==> src/design/plg_pkg.sv <==
// ----------------------------------------------------------------------------
// plg_pkg
// Shared types, constants and command codes of the point list geometry engine.
// ----------------------------------------------------------------------------
package plg_pkg;

	localparam int MaxPointsDef = 8;
	localparam int CoordBitsDef = 16;
	localparam int LenBits = 28;
	localparam int DistBits = 33;

	typedef enum logic [2:0] {
		KIND_APPEND = 3'd0,
		KIND_INSERT = 3'd1,
		KIND_DELETE = 3'd2,
		KIND_PATH   = 3'd3,
		KIND_FAR    = 3'd4,
		KIND_BOX    = 3'd5
	} kind_t;

	typedef enum logic [1:0] {
		ST_OK     = 2'd0,
		ST_FULL   = 2'd1,
		ST_BADIDX = 2'd2,
		ST_FEW    = 2'd3
	} status_t;

	typedef struct packed {
		logic [2:0]   kind;
		logic [3:0]   position;
		logic signed [15:0] coord_x;
		logic signed [15:0] coord_y;
	} plg_req_t;

	typedef struct packed {
		logic [1:0]   status;
		logic [3:0]   point_count;
		logic [27:0]  path_length;
		logic [2:0]   far_first;
		logic [2:0]   far_second;
		logic [32:0]  far_dist_sq;
		logic signed [15:0] box_min_x;
		logic signed [15:0] box_min_y;
		logic signed [15:0] box_max_x;
		logic signed [15:0] box_max_y;
	} plg_rsp_t;

endpackage

==> src/design/point_list_geometry_engine_core.sv <==
// ----------------------------------------------------------------------------
// point_list_geometry_engine_core
// Ordered point list in RAM with append, insert, delete, path length,
// farthest pair and bounding box requests.
// ----------------------------------------------------------------------------
// channel | direction | signals
// req     | in        | req_valid, req_ready, req (plg_req_t)
// rsp     | out       | rsp_valid, rsp_ready, rsp (plg_rsp_t)
// One request at a time. Insert and delete move points one by one, path
// length takes a bit-serial square root per segment, farthest pair reads
// every pair from the single RAM read port, bounding box reads each point.
// Reset clears state, count and rsp_valid; RAM stays undefined until written.
// A finished response waits in the output register while rsp_ready is low.
// ----------------------------------------------------------------------------
module point_list_geometry_engine_core
	import plg_pkg::*;
#(
	parameter int MaxPoints = MaxPointsDef,
	parameter int CoordBits = CoordBitsDef
) (
	input  logic     clk,
	input  logic     arst_n,
	input  logic     req_valid,
	output logic     req_ready,
	input  plg_req_t req,
	output logic     rsp_valid,
	input  logic     rsp_ready,
	output plg_rsp_t rsp
);
	localparam int Ab = $clog2(MaxPoints);
	localparam int Cb = $clog2(MaxPoints + 1);
	localparam int Pw = 2 * CoordBits;
	localparam int Db = 2 * CoordBits + 1;
	localparam int Sb = Db + 16 + (Db % 2);
	localparam logic [LenBits-1:0] LenMax = '1;

	typedef enum logic [3:0] {
		S_IDLE, S_RDA, S_RDB, S_WAITA, S_GETA, S_GETB, S_MOVE, S_WRNEW,
		S_MUL, S_SUM, S_SQRT, S_NEXT, S_DONE
	} state_t;

	state_t state_q;
	plg_req_t req_q;
	logic [Cb-1:0] cnt_q;
	logic [Cb-1:0] i_q, j_q;
	logic [Pw-1:0] a_q;
	logic [Pw-1:0] b_q;
	logic [CoordBits:0] dx_q, dy_q;
	logic [Db-1:0] d_q;
	logic [Db-1:0] best_q;
	logic [Ab-1:0] b1_q, b2_q;
	logic [LenBits:0] sum_q;
	logic signed [CoordBits-1:0] mnx_q, mny_q, mxx_q, mxy_q;
	logic first_q;
	logic sq_start_q;

	logic we;
	logic [Ab-1:0] waddr, raddr;
	logic [Pw-1:0] wdata, rdata;
	logic sq_busy;
	logic [Sb/2:0] root;
	logic signed [CoordBits-1:0] rx, ry, ax, ay;
	logic signed [CoordBits:0] ddx, ddy;
	logic [Db-1:0] dsum;
	status_t acc_status;
	state_t acc_state;

	plg_ram #(.Width(Pw), .Depth(MaxPoints)) u_ram (
		.clk, .we, .waddr, .wdata, .raddr, .rdata
	);

	plg_sqrt #(.InBits(Sb)) u_sqrt (
		.clk, .arst_n, .start(sq_start_q),
		.radicand({{(Sb-Db-16){1'b0}}, d_q, 16'h0000}),
		.busy(sq_busy), .root
	);

	assign rx = rdata[Pw-1 -: CoordBits];
	assign ry = rdata[CoordBits-1:0];
	assign ax = a_q[Pw-1 -: CoordBits];
	assign ay = a_q[CoordBits-1:0];
	assign ddx = {ax[CoordBits-1], ax} - {rx[CoordBits-1], rx};
	assign ddy = {ay[CoordBits-1], ay} - {ry[CoordBits-1], ry};
	assign dsum = Db'(dx_q * dx_q) + Db'(dy_q * dy_q);
	assign req_ready = (state_q == S_IDLE) && !rsp_valid;

	always_comb begin
		acc_status = ST_OK;
		acc_state = S_DONE;
		case (req.kind)
			KIND_APPEND, KIND_INSERT: begin
				if (cnt_q >= Cb'(MaxPoints)) begin
					acc_status = ST_FULL;
				end else if (req.kind == KIND_INSERT && Cb'(req.position) > cnt_q) begin
					acc_status = ST_BADIDX;
				end else begin
					acc_state = (req.kind == KIND_APPEND) ? S_WRNEW : S_RDA;
				end
			end
			KIND_DELETE: begin
				if (Cb'(req.position) >= cnt_q) begin
					acc_status = ST_BADIDX;
				end else begin
					acc_state = S_RDA;
				end
			end
			KIND_PATH: begin
				if (cnt_q >= Cb'(2)) begin
					acc_state = S_RDA;
				end
			end
			KIND_FAR: begin
				if (cnt_q < Cb'(2)) begin
					acc_status = ST_FEW;
				end else begin
					acc_state = S_RDA;
				end
			end
			KIND_BOX: begin
				if (cnt_q == '0) begin
					acc_status = ST_FEW;
				end else begin
					acc_state = S_RDA;
				end
			end
			default: ;
		endcase
	end

	always_comb begin
		we = 1'b0;
		waddr = i_q[Ab-1:0];
		wdata = rdata;
		raddr = i_q[Ab-1:0];
		case (state_q)
			S_IDLE, S_NEXT: raddr = i_q[Ab-1:0];
			S_RDB: raddr = (req_q.kind inside {KIND_INSERT, KIND_DELETE}) ?
				i_q[Ab-1:0] : j_q[Ab-1:0];
			S_WAITA: raddr = j_q[Ab-1:0];
			S_MOVE: begin
				we = 1'b1;
				waddr = j_q[Ab-1:0];
			end
			S_WRNEW: begin
				we = 1'b1;
				wdata = Pw'({CoordBits'(req_q.coord_x), CoordBits'(req_q.coord_y)});
			end
			default: ;
		endcase
	end

	always_ff @(posedge clk or negedge arst_n) begin
		if (!arst_n) begin
			state_q <= S_IDLE;
			cnt_q <= '0;
			rsp_valid <= 1'b0;
			sq_start_q <= 1'b0;
		end else begin
			sq_start_q <= (state_q == S_SUM) && (req_q.kind == KIND_PATH);
			if (rsp_valid && rsp_ready) begin
				rsp_valid <= 1'b0;
			end
			case (state_q)
				S_IDLE: begin
					if (req_valid && req_ready) begin
						req_q <= req;
						rsp <= '{status: acc_status, default: '0};
						sum_q <= '0;
						first_q <= 1'b1;
						state_q <= acc_state;
						case (req.kind)
							KIND_APPEND, KIND_INSERT: begin
								i_q <= cnt_q;
								j_q <= cnt_q;
							end
							KIND_DELETE: begin
								j_q <= Cb'(req.position);
								i_q <= Cb'(req.position);
							end
							KIND_PATH, KIND_BOX: begin
								i_q <= '0;
								j_q <= Cb'(1);
							end
							KIND_FAR: begin
								i_q <= '0;
								j_q <= Cb'(1);
								best_q <= '0;
								b1_q <= '0;
								b2_q <= Ab'(1);
							end
							default: ;
						endcase
					end
				end
				S_RDA: begin
					// RAM read address was set from i_q; data arrives next cycle.
					case (req_q.kind)
						KIND_INSERT: begin
							if (i_q == Cb'(req_q.position)) begin
								state_q <= S_WRNEW;
							end else begin
								i_q <= i_q - 1'b1;
								state_q <= S_RDB;
							end
						end
						KIND_DELETE: begin
							if (i_q + 1'b1 >= cnt_q) begin
								cnt_q <= cnt_q - 1'b1;
								state_q <= S_DONE;
							end else begin
								i_q <= i_q + 1'b1;
								state_q <= S_RDB;
							end
						end
						KIND_BOX: state_q <= S_GETA;
						default: state_q <= S_RDB;
					endcase
				end
				S_RDB: begin
					case (req_q.kind)
						KIND_INSERT, KIND_DELETE: state_q <= S_MOVE;
						default: begin
							a_q <= rdata;
							state_q <= S_WAITA;
						end
					endcase
				end
				S_WAITA: state_q <= S_GETB;
				S_GETB: begin
					dx_q <= ddx[CoordBits] ? (CoordBits+1)'(0) - ddx : ddx;
					dy_q <= ddy[CoordBits] ? (CoordBits+1)'(0) - ddy : ddy;
					state_q <= S_MUL;
				end
				S_MUL: begin
					d_q <= dsum;
					state_q <= S_SUM;
				end
				S_SUM: begin
					if (req_q.kind == KIND_PATH) begin
						state_q <= S_SQRT;
					end else begin
						if (d_q > best_q) begin
							best_q <= d_q;
							b1_q <= i_q[Ab-1:0];
							b2_q <= j_q[Ab-1:0];
						end
						if (j_q + 1'b1 < cnt_q) begin
							j_q <= j_q + 1'b1;
							state_q <= S_NEXT;
						end else if (i_q + Cb'(2) < cnt_q) begin
							i_q <= i_q + 1'b1;
							j_q <= i_q + Cb'(2);
							state_q <= S_NEXT;
						end else begin
							state_q <= S_DONE;
							rsp.far_dist_sq <= DistBits'(d_q > best_q ? d_q : best_q);
							if (d_q > best_q) begin
								rsp.far_first <= 3'(i_q);
								rsp.far_second <= 3'(j_q);
							end else begin
								rsp.far_first <= 3'(b1_q);
								rsp.far_second <= 3'(b2_q);
							end
						end
					end
				end
				S_SQRT: begin
					if (!sq_busy && !sq_start_q) begin
						if (sum_q + (LenBits+1)'(root) > (LenBits+1)'(LenMax)) begin
							sum_q <= (LenBits+1)'(LenMax);
						end else begin
							sum_q <= sum_q + (LenBits+1)'(root);
						end
						if (j_q + 1'b1 < cnt_q) begin
							i_q <= i_q + 1'b1;
							j_q <= j_q + 1'b1;
							state_q <= S_NEXT;
						end else begin
							state_q <= S_DONE;
						end
					end
				end
				S_NEXT: state_q <= S_RDA;
				S_GETA: begin
					if (first_q || rx < mnx_q) mnx_q <= rx;
					if (first_q || rx > mxx_q) mxx_q <= rx;
					if (first_q || ry < mny_q) mny_q <= ry;
					if (first_q || ry > mxy_q) mxy_q <= ry;
					first_q <= 1'b0;
					if (i_q + 1'b1 < cnt_q) begin
						i_q <= i_q + 1'b1;
						state_q <= S_NEXT;
					end else begin
						state_q <= S_DONE;
					end
				end
				S_MOVE: begin
					j_q <= i_q;
					if (req_q.kind == KIND_DELETE) begin
						state_q <= S_RDA;
					end else begin
						state_q <= S_RDA;
					end
				end
				S_WRNEW: begin
					cnt_q <= cnt_q + 1'b1;
					state_q <= S_DONE;
				end
				S_DONE: begin
					rsp_valid <= 1'b1;
					rsp.point_count <= 4'(cnt_q);
					if (req_q.kind == KIND_PATH) begin
						rsp.path_length <= sum_q[LenBits-1:0];
					end
					if (req_q.kind == KIND_BOX && cnt_q != '0) begin
						rsp.box_min_x <= 16'(mnx_q);
						rsp.box_min_y <= 16'(mny_q);
						rsp.box_max_x <= 16'(mxx_q);
						rsp.box_max_y <= 16'(mxy_q);
					end
					state_q <= S_IDLE;
				end
				default: state_q <= S_IDLE;
			endcase
		end
	end
endmodule

==> src/design/plg_ram.sv <==
// ----------------------------------------------------------------------------
// plg_ram
// Generic single-port-write, single-port-read RAM with registered read data.
// ----------------------------------------------------------------------------
module plg_ram #(
	parameter int Width = 32,
	parameter int Depth = 8
) (
	input  logic                     clk,
	input  logic                     we,
	input  logic [$clog2(Depth)-1:0] waddr,
	input  logic [Width-1:0]         wdata,
	input  logic [$clog2(Depth)-1:0] raddr,
	output logic [Width-1:0]         rdata
);
	logic [Width-1:0] mem [Depth];

	always_ff @(posedge clk) begin
		if (we) begin
			mem[waddr] <= wdata;
		end
		rdata <= mem[raddr];
	end
endmodule

==> src/design/plg_sqrt.sv <==
// ----------------------------------------------------------------------------
// plg_sqrt
// Iterative integer square root, one result bit per cycle.
// ----------------------------------------------------------------------------
module plg_sqrt
	import plg_pkg::*;
#(
	parameter int InBits = 50
) (
	input  logic                clk,
	input  logic                arst_n,
	input  logic                start,
	input  logic [InBits-1:0]   radicand,
	output logic                busy,
	output logic [InBits/2:0]   root
);
	localparam int Half = InBits / 2 + 1;
	localparam int Rb = 2 * Half;
	localparam int CntBits = $clog2(Half + 1);

	logic [Rb-1:0]      rem_q;
	logic [Rb-1:0]      val_q;
	logic [Half-1:0]    res_q;
	logic [CntBits-1:0] cnt_q;
	logic [Rb-1:0]      rem_n;
	logic [Rb-1:0]      trial;

	always_comb begin
		rem_n = {rem_q[Rb-3:0], val_q[Rb-1 -: 2]};
		trial = {{(Rb-Half-2){1'b0}}, res_q, 2'b01};
	end

	always_ff @(posedge clk or negedge arst_n) begin
		if (!arst_n) begin
			busy <= 1'b0;
			cnt_q <= '0;
		end else if (start) begin
			busy <= 1'b1;
			cnt_q <= CntBits'(Half);
			rem_q <= '0;
			res_q <= '0;
			val_q <= Rb'(radicand);
		end else if (busy) begin
			val_q <= {val_q[Rb-3:0], 2'b00};
			if (rem_n >= trial) begin
				rem_q <= rem_n - trial;
				res_q <= {res_q[Half-2:0], 1'b1};
			end else begin
				rem_q <= rem_n;
				res_q <= {res_q[Half-2:0], 1'b0};
			end
			cnt_q <= cnt_q - 1'b1;
			if (cnt_q == CntBits'(1)) begin
				busy <= 1'b0;
			end
		end
	end

	assign root = res_q;
endmodule

==> config.mk <==
export PLATFORM = sky130hd
export DESIGN_NAME = point_list_geometry_engine_core
export DESIGN_NICKNAME = d
export VERILOG_FILES = /design/src/design/plg_pkg.sv /design/src/design/point_list_geometry_engine_core.sv /design/src/design/plg_ram.sv /design/src/design/plg_sqrt.sv
export SDC_FILE = /design/constraint.sdc
export NUM_CORES = 2
export LEC_CHECK = 0
export ABC_AREA = 1
export BUFFER_PORTS_ARGS = -buffer_cell sky130_fd_sc_hd__buf_2
export CAP_MARGIN = 20
export CORE_ASPECT_RATIO = 1.75
export CORE_UTILIZATION = 24
export CTS_CLUSTER_SIZE = 28
export DETAILED_ROUTE_END_ITERATION = 10
export PLACE_DENSITY = 0.43
export SYNTH_ARGS = -nofsm -noshare
export SYNTH_HDL_FRONTEND = slang
export SYNTH_HIERARCHICAL = 1
export SYNTH_SLANG_ARGS = --single-unit
==> constraint.sdc <==
create_clock -name clk -period 6.4 [get_ports clk]
set_input_delay 0.96 -clock clk [delete_from_list [all_inputs] [get_ports clk]]
set_output_delay 0.96 -clock clk [all_outputs]
set_load 0.02 [all_outputs]
; ---- After elaboration in Yosys (flattened, before gate mapping)
; Memories as Yosys holds them, arrays and structs flattened. A register that Yosys moved wholly into a read port is not among the register bits.
; Index checks and enable logic that the tools add are counted.
[word_totals]
output_inout_bits = 139
mem_bits_ro = 0
wordCells = 273
regBits = 562
mem_count = 1
ram_bits = 256
latch_bits = 0
[mem_list]
columns = name, words, width, read_ports, rd_ports_with_merged_regs, write_ports, line
row1 = u_ram.mem, 8, 32, 1, 1, 1, plg_ram.sv:16  ; logic [Width-1:0] mem [Depth];
[op_classes]
div_mod_pow = 0
n_mux = 102
order_cmp = 16
multipliers = 2
add_sub_neg = 14
n_reduce_logical = 54
n_eq_ne = 42
n_bitwise = 1
shifts = 0
[op_table]
columns = op, n
row1 = $mux W52, 3
row2 = $mux W135, 1
row3 = $mux W33, 4
row4 = $pmux W64 S2, 1
row5 = $mux W39, 3
row6 = $mux W4, 26
row7 = $mux W29, 3
row8 = $pmux W39 S2, 1
row9 = $mul A17 B17 Y33, 2
row10 = $pmux W33 S2, 1
row11 = $mux W64, 1
row12 = $pmux W32 S2, 1
row13 = $pmux W29 S2, 1
row14 = $mux W3, 18
row15 = $ge A52 B28 Y1, 1
row16 = $sub A52 B28 Y52, 1
row17 = $mux W49, 1
row18 = $pmux W4 S11, 1
row19 = $pmux W4 S5, 2
row20 = $pmux W4 S3, 3
row21 = $sub A1 B17 Y17 const A, 2
row22 = $sub A16 B16 Y17, 2
row23 = $add A33 B33 Y33, 1
row24 = $gt A33 B33 Y1, 1
row25 = other kinds (59), 150

; ---- Depth between registers and ports, before layout
[depth]
ltp_word = 7
ltp_mapped = 32
mapped_depth_nobuf = 30

; ---- Hierarchy
; Netlist, hierarchy kept.
[modules_own_cells]
columns = module, area_each_um2, cells_per_inst, seq_area_each_um2, n_inst
row1 = point_list_geometry_engine_core, 39863.2, 4305, 12742.2, 1
row2 = plg_ram, 11872.6, 1156, 8328.0, 1
row3 = plg_sqrt, 9587.9, 1312, 3993.8, 1

; ---- Worst setup path after synthesis
; Ideal clock, no wire load.
[synth_path]
path_type = reg-to-reg
startpoint = register dx_q[6]
endpoint = register d_q[25], data pin
t_arrival_ns = 6.523
path_slack_ns = -0.383
path_stages_with_launch = 26
path_buffers = 2
cell_sequence = edfxtp_1 clkbuf_1 clkbuf_1 nand2_1 fa_1 inv_1 fa_1 inv_1 fa_1 inv_1 fa_1 fa_1 fa_1 fa_1 inv_1 fa_1 inv_1 ha_1 a21oi_1 a21boi_0 nand2_1 a21oi_1 nor2_1 o21ai_0 nand2_1 xor2_1
[synth_via]
elab_chain_len = 2
[synth_lines]
columns = element, line
row1 = from (decl), point_list_geometry_engine_core.sv:48  ; logic [CoordBits:0] dx_q, dy_q;
row2 = from (signal assigned), point_list_geometry_engine_core.sv:230  ; dx_q <= ddx[CoordBits] ? (CoordBits+1)'(0) - ddx : ddx;
row3 = $mul A17 B17 Y33, point_list_geometry_engine_core.sv:84  ; assign dsum = Db'(dx_q * dx_q) + Db'(dy_q * dy_q);
row4 = $add A33 B33 Y33, point_list_geometry_engine_core.sv:84
row5 = named net dsum[25], point_list_geometry_engine_core.sv:64  ; logic [Db-1:0] dsum;
row6 = to (signal assigned), point_list_geometry_engine_core.sv:235  ; d_q <= dsum;
row7 = to (decl), point_list_geometry_engine_core.sv:49  ; logic [Db-1:0] d_q;
; The timed path passes the listed nets, and every way through them passes these cells.
; A chain may end at the register's enable or synchronous reset.

; ---- Worst setup path after layout
[layout_path]
startpoint = register dx_q[9]
endpoint = register d_q[29], data pin
; Same word-level chain as after synthesis.

==> summary.md <==
| Metric | Value |
|---|---|
| Setup crit end kind | `flip-flop` |
| Final worst path period share | `104.8%` |
| DRC Markers | `0` |
| Die ar. | `between 200,000 and 300,000 um^2` |
| Register area share after synthesis | `about two fifths` |
| Final Wtd Congestion | `about 0.9` |
| Post-synthesis xor/xnor area fraction | `roughly 1.9%` |
| Synth cell count leaders | `1,565 x inv_1, 1,546 x nand2_1, 800 x edfxtp_1` |
| Failing checks | `negative setup slack` |
| Top cell by count, worst path | `fa_1` |
| Maxcap violations | `0` |
| Ys flop type | `edfxtp_1` |
| Final clock skew | `around 48 ps` |
| Initial antenna violation count | `15` |
| H-tree depth | `3` |
| Clk sinks | `between 800 and 900` |
| CP max stage delay | `approximately 600 ps` |
| Simple-Gate Fraction of Synth Area | `between 15 and 20%` |
| CTS tree | `built` |
| CTS buffer count | `slightly above 90` |
| Die Wd | `between 300 and 400 um` |
| Setup TNS | `-3669 ps` |
| Slew HR | `27.15%` |
| CP startpoint kind | `flip-flop` |
| EDFF count, synth | `800` |
| Drt pass-1 iters | `7` |
| Vias | `approximately 46,000` |
| Multiplexer share of the synthesized area | `0%` |
| Syn-to-layout area delta | `19.45%` |
| Register bit total from synthesis | `between 800 and 900` |
| Synthesized area | `just over 60,000 um^2` |
| Vias per cell | `~4.3` |
| Die H | `670.7 um` |
| Share of cells above drive strength 1 | `between 15 and 20%` |
| Clock buffer depth | `3` |
| Compound-cell area share of the yosys netlist | `5.407%` |
| DRT Wirelength | `approximately 190,000 um` |
| Synth cell types | `between 60 and 70` |
| Synth warn | `6` |
| Slack of the critical path | `-307.9 ps` |
| Synth area leaders | `edfxtp_1 39%, fa_1 15%, inv_1 9.6%, nand2_1 9.5%, ha_1 8.2%` |
| RSZ-0062 raised after global routing | `true` |
| Vias in the first global route | `48,492` |
| Status | `finished with violations` |
| Final Hold Viols | `0` |
| Wire per inst | `roughly 18 um` |
| Worst hold-check path type | `input pin to flip-flop` |
| Post-synthesis adder-cell area fraction | `between 20% and 30%` |
| Clk root buf | `clkbuf_16` |
| Nets | `8,173` |
| Worst-Margin Slew | `roughly 1100 ps` |
| Std-Cell Rows | `between 200 and 250` |
| Max-slew violations | `0` |
| Initial Util | `between 20% and 30%` |
| Max FO, Critical Path | `6` |
| Most common cell in the synthesized netlist | `inv_1` |
| Avg Inst Size Synth | `approximately 9 um^2` |
| Port Buf Inserts | `~180` |
| Clk Latency, worst-skew pair | `700 ps` |
| Achievable Freq | `0.1491 GHz` |
| First DRT Iteration DRCs | `~2,400` |
| Largest net degree at the start of global routing | `130` |
| Critical Path Slowest Stage Cell | `fa_2` |
| Post-synthesis cell count | `around 6,800` |
| WP data required | `6870 ps` |
| Gr ovfl total | `0` |
| Synth top area share | `39.17%` |
| Clk slew on worst S/H paths | `60 ps` |
| Detail Route Antenna Nets | `0` |
| Final worst path period need | `6708 ps` |
| Core area | `between 200,000 and 300,000 um^2` |
| Largest area contributor in the netlist | `edfxtp_1` |
| I/O Pins | `182` |
| Ys async rst share | `1.887%` |
| Setup violators final | `20` |
| Fin util | `~29%` |
| Worst hold margin | `roughly 430 ps` |
| DP HPWL | `146,000 um` |
| First-pass GRT wire length | `286,500 um` |
| Gr usage total | `14.61%` |
| Largest family of logic cells by synthesized area | `adder cells` |
| Critical Path AT | `7170 ps` |
| Critical path type | `flip-flop to flip-flop` |
| Cts hold-fix bufs | `0` |
==> layer usage <==
metal	vias up	wire, um	GRT usage, %
met5	-	27	0
met3	296	5734	1.423
met1	22456	73780	16.28
met2	890	102700	28.14
li1	22214	-	-
met4	4	7034	5.242
==> state kept, by name, indices dropped and copies added (netlist names), 4 cells and up <==
name,count
mxy_q,16
mxx_q,16
a_q,32
mnx_q,16
d_q,33
u_sqrt/val_q,52
i_q,4
dx_q,17
sum_q,29
j_q,4
req_q,39
dy_q,17
state_q,4
u_ram/mem,256
cnt_q,4
rsp,137
u_sqrt/cnt_q,5
mny_q,16
u_sqrt/root,26
best_q,33
u_ram/rdata,32
u_sqrt/rem_q,50
==> placed cells by master (no fill, tap or decap), drive strengths merged, types with 6 or more instances in the layout <==
cell,Yosys,final
inv,1584,1590
nand2,1587,1587
edfxtp,800,800
buf,75,594
nor2,501,501
fa,445,445
ha,404,404
nand3,376,376
a21oi,208,208
o21ai,191,191
clkbuf,121,111
xor2,70,70
nand4,59,59
xnor2,56,56
a22o,48,48
nor3,40,40
clkinv,3,37
dfxtp,32,32
o22ai,30,30
nand3b,20,20
conb,1,18
dfrtp,16,16
a21o,12,12
o21a,11,11
bufinv,0,11
o211ai,10,10
o21bai,10,10
nor4,9,9
or2,8,8
a211oi,8,8
clkinvlp,0,6
a31oi,6,6
==> stage by stage <==
step	setup WS, ps	cell area [um^2]	instances
floorplan	2.591	61620	6790
global placement	-543.8	68520	10455
detailed placement	-570.3	68520	10456
CTS	-299.9	72630	10667
global route	-510.2	73250	10691
finish	-307.9	73250	10693
==> cell families after synthesis <==
family	count (synthesis)
AO/OA/AOI/OAI	559
XOR/XNOR	126
adder cells (fa/ha/maj)	849
buffers and inverters	1783
flip-flops	848
other	1
AND/OR/NAND/NOR	2607
==> worst max-delay path, delay by kind of cell (launching register included) <==
family | cells | cell delay, ps
flip-flops | 1 | 410
buffers and inverters | 9 | 690
XOR/XNOR | 1 | 60
adder cells (fa/ha/maj) | 9 | 4460
AND/OR/NAND/NOR | 10 | 850
==> final cells by class <==
| class | count | area, um^2 |
|---|---|---|
| Antenna cell | 3 | 7.507 |
| Clock buffer | 111 | 2392 |
| Clock inverter | 57 | 690.7 |
| Fill cell | 26731 | 180900 |
| Inverter | 1587 | 5969 |
| Multi-Input combinational cell | 4159 | 30620 |
| Sequential cell | 848 | 25070 |
| Tap cell | 3334 | 4172 |
| Timing Repair Buffer | 594 | 4339 |
==> path summary, 6_finish.rpt <==
kind | start | end | slack (ps) | cells past startpoint
max reg2reg | dx_q[9]$_DFFE_PP_ | d_q[29]$_DFFE_PP_ | -310 | 29
min | req[22] | req_q[22]$_DFFE_PP_ | 430 | 1
min in group asynchronous | arst_n | cnt_q[0]$_DFFE_PN0P_ | 790 | 2
max | dx_q[9]$_DFFE_PP_ | d_q[29]$_DFFE_PP_ | -310 | 29
min reg2reg | u_sqrt/cnt_q[2]$_DFFE_PN0N_ | u_sqrt/cnt_q[2]$_DFFE_PN0N_ | 490 | 1
max in group asynchronous | arst_n | sq_start_q$_DFF_PN0_ | 4570 | 3
==> repair_timing <==
action / in CTS / in global routing
gates cloned: 1 / 0
pin swaps: 118 / 102
resized for setup: 198 / 118
setup buffers: 43 / 24
endpoints found under the setup margin: 23 / 24
Power is left out: the tool's default activity adds up to more than one toggle a clock period on the data nets, which glitch-free logic cannot reach.
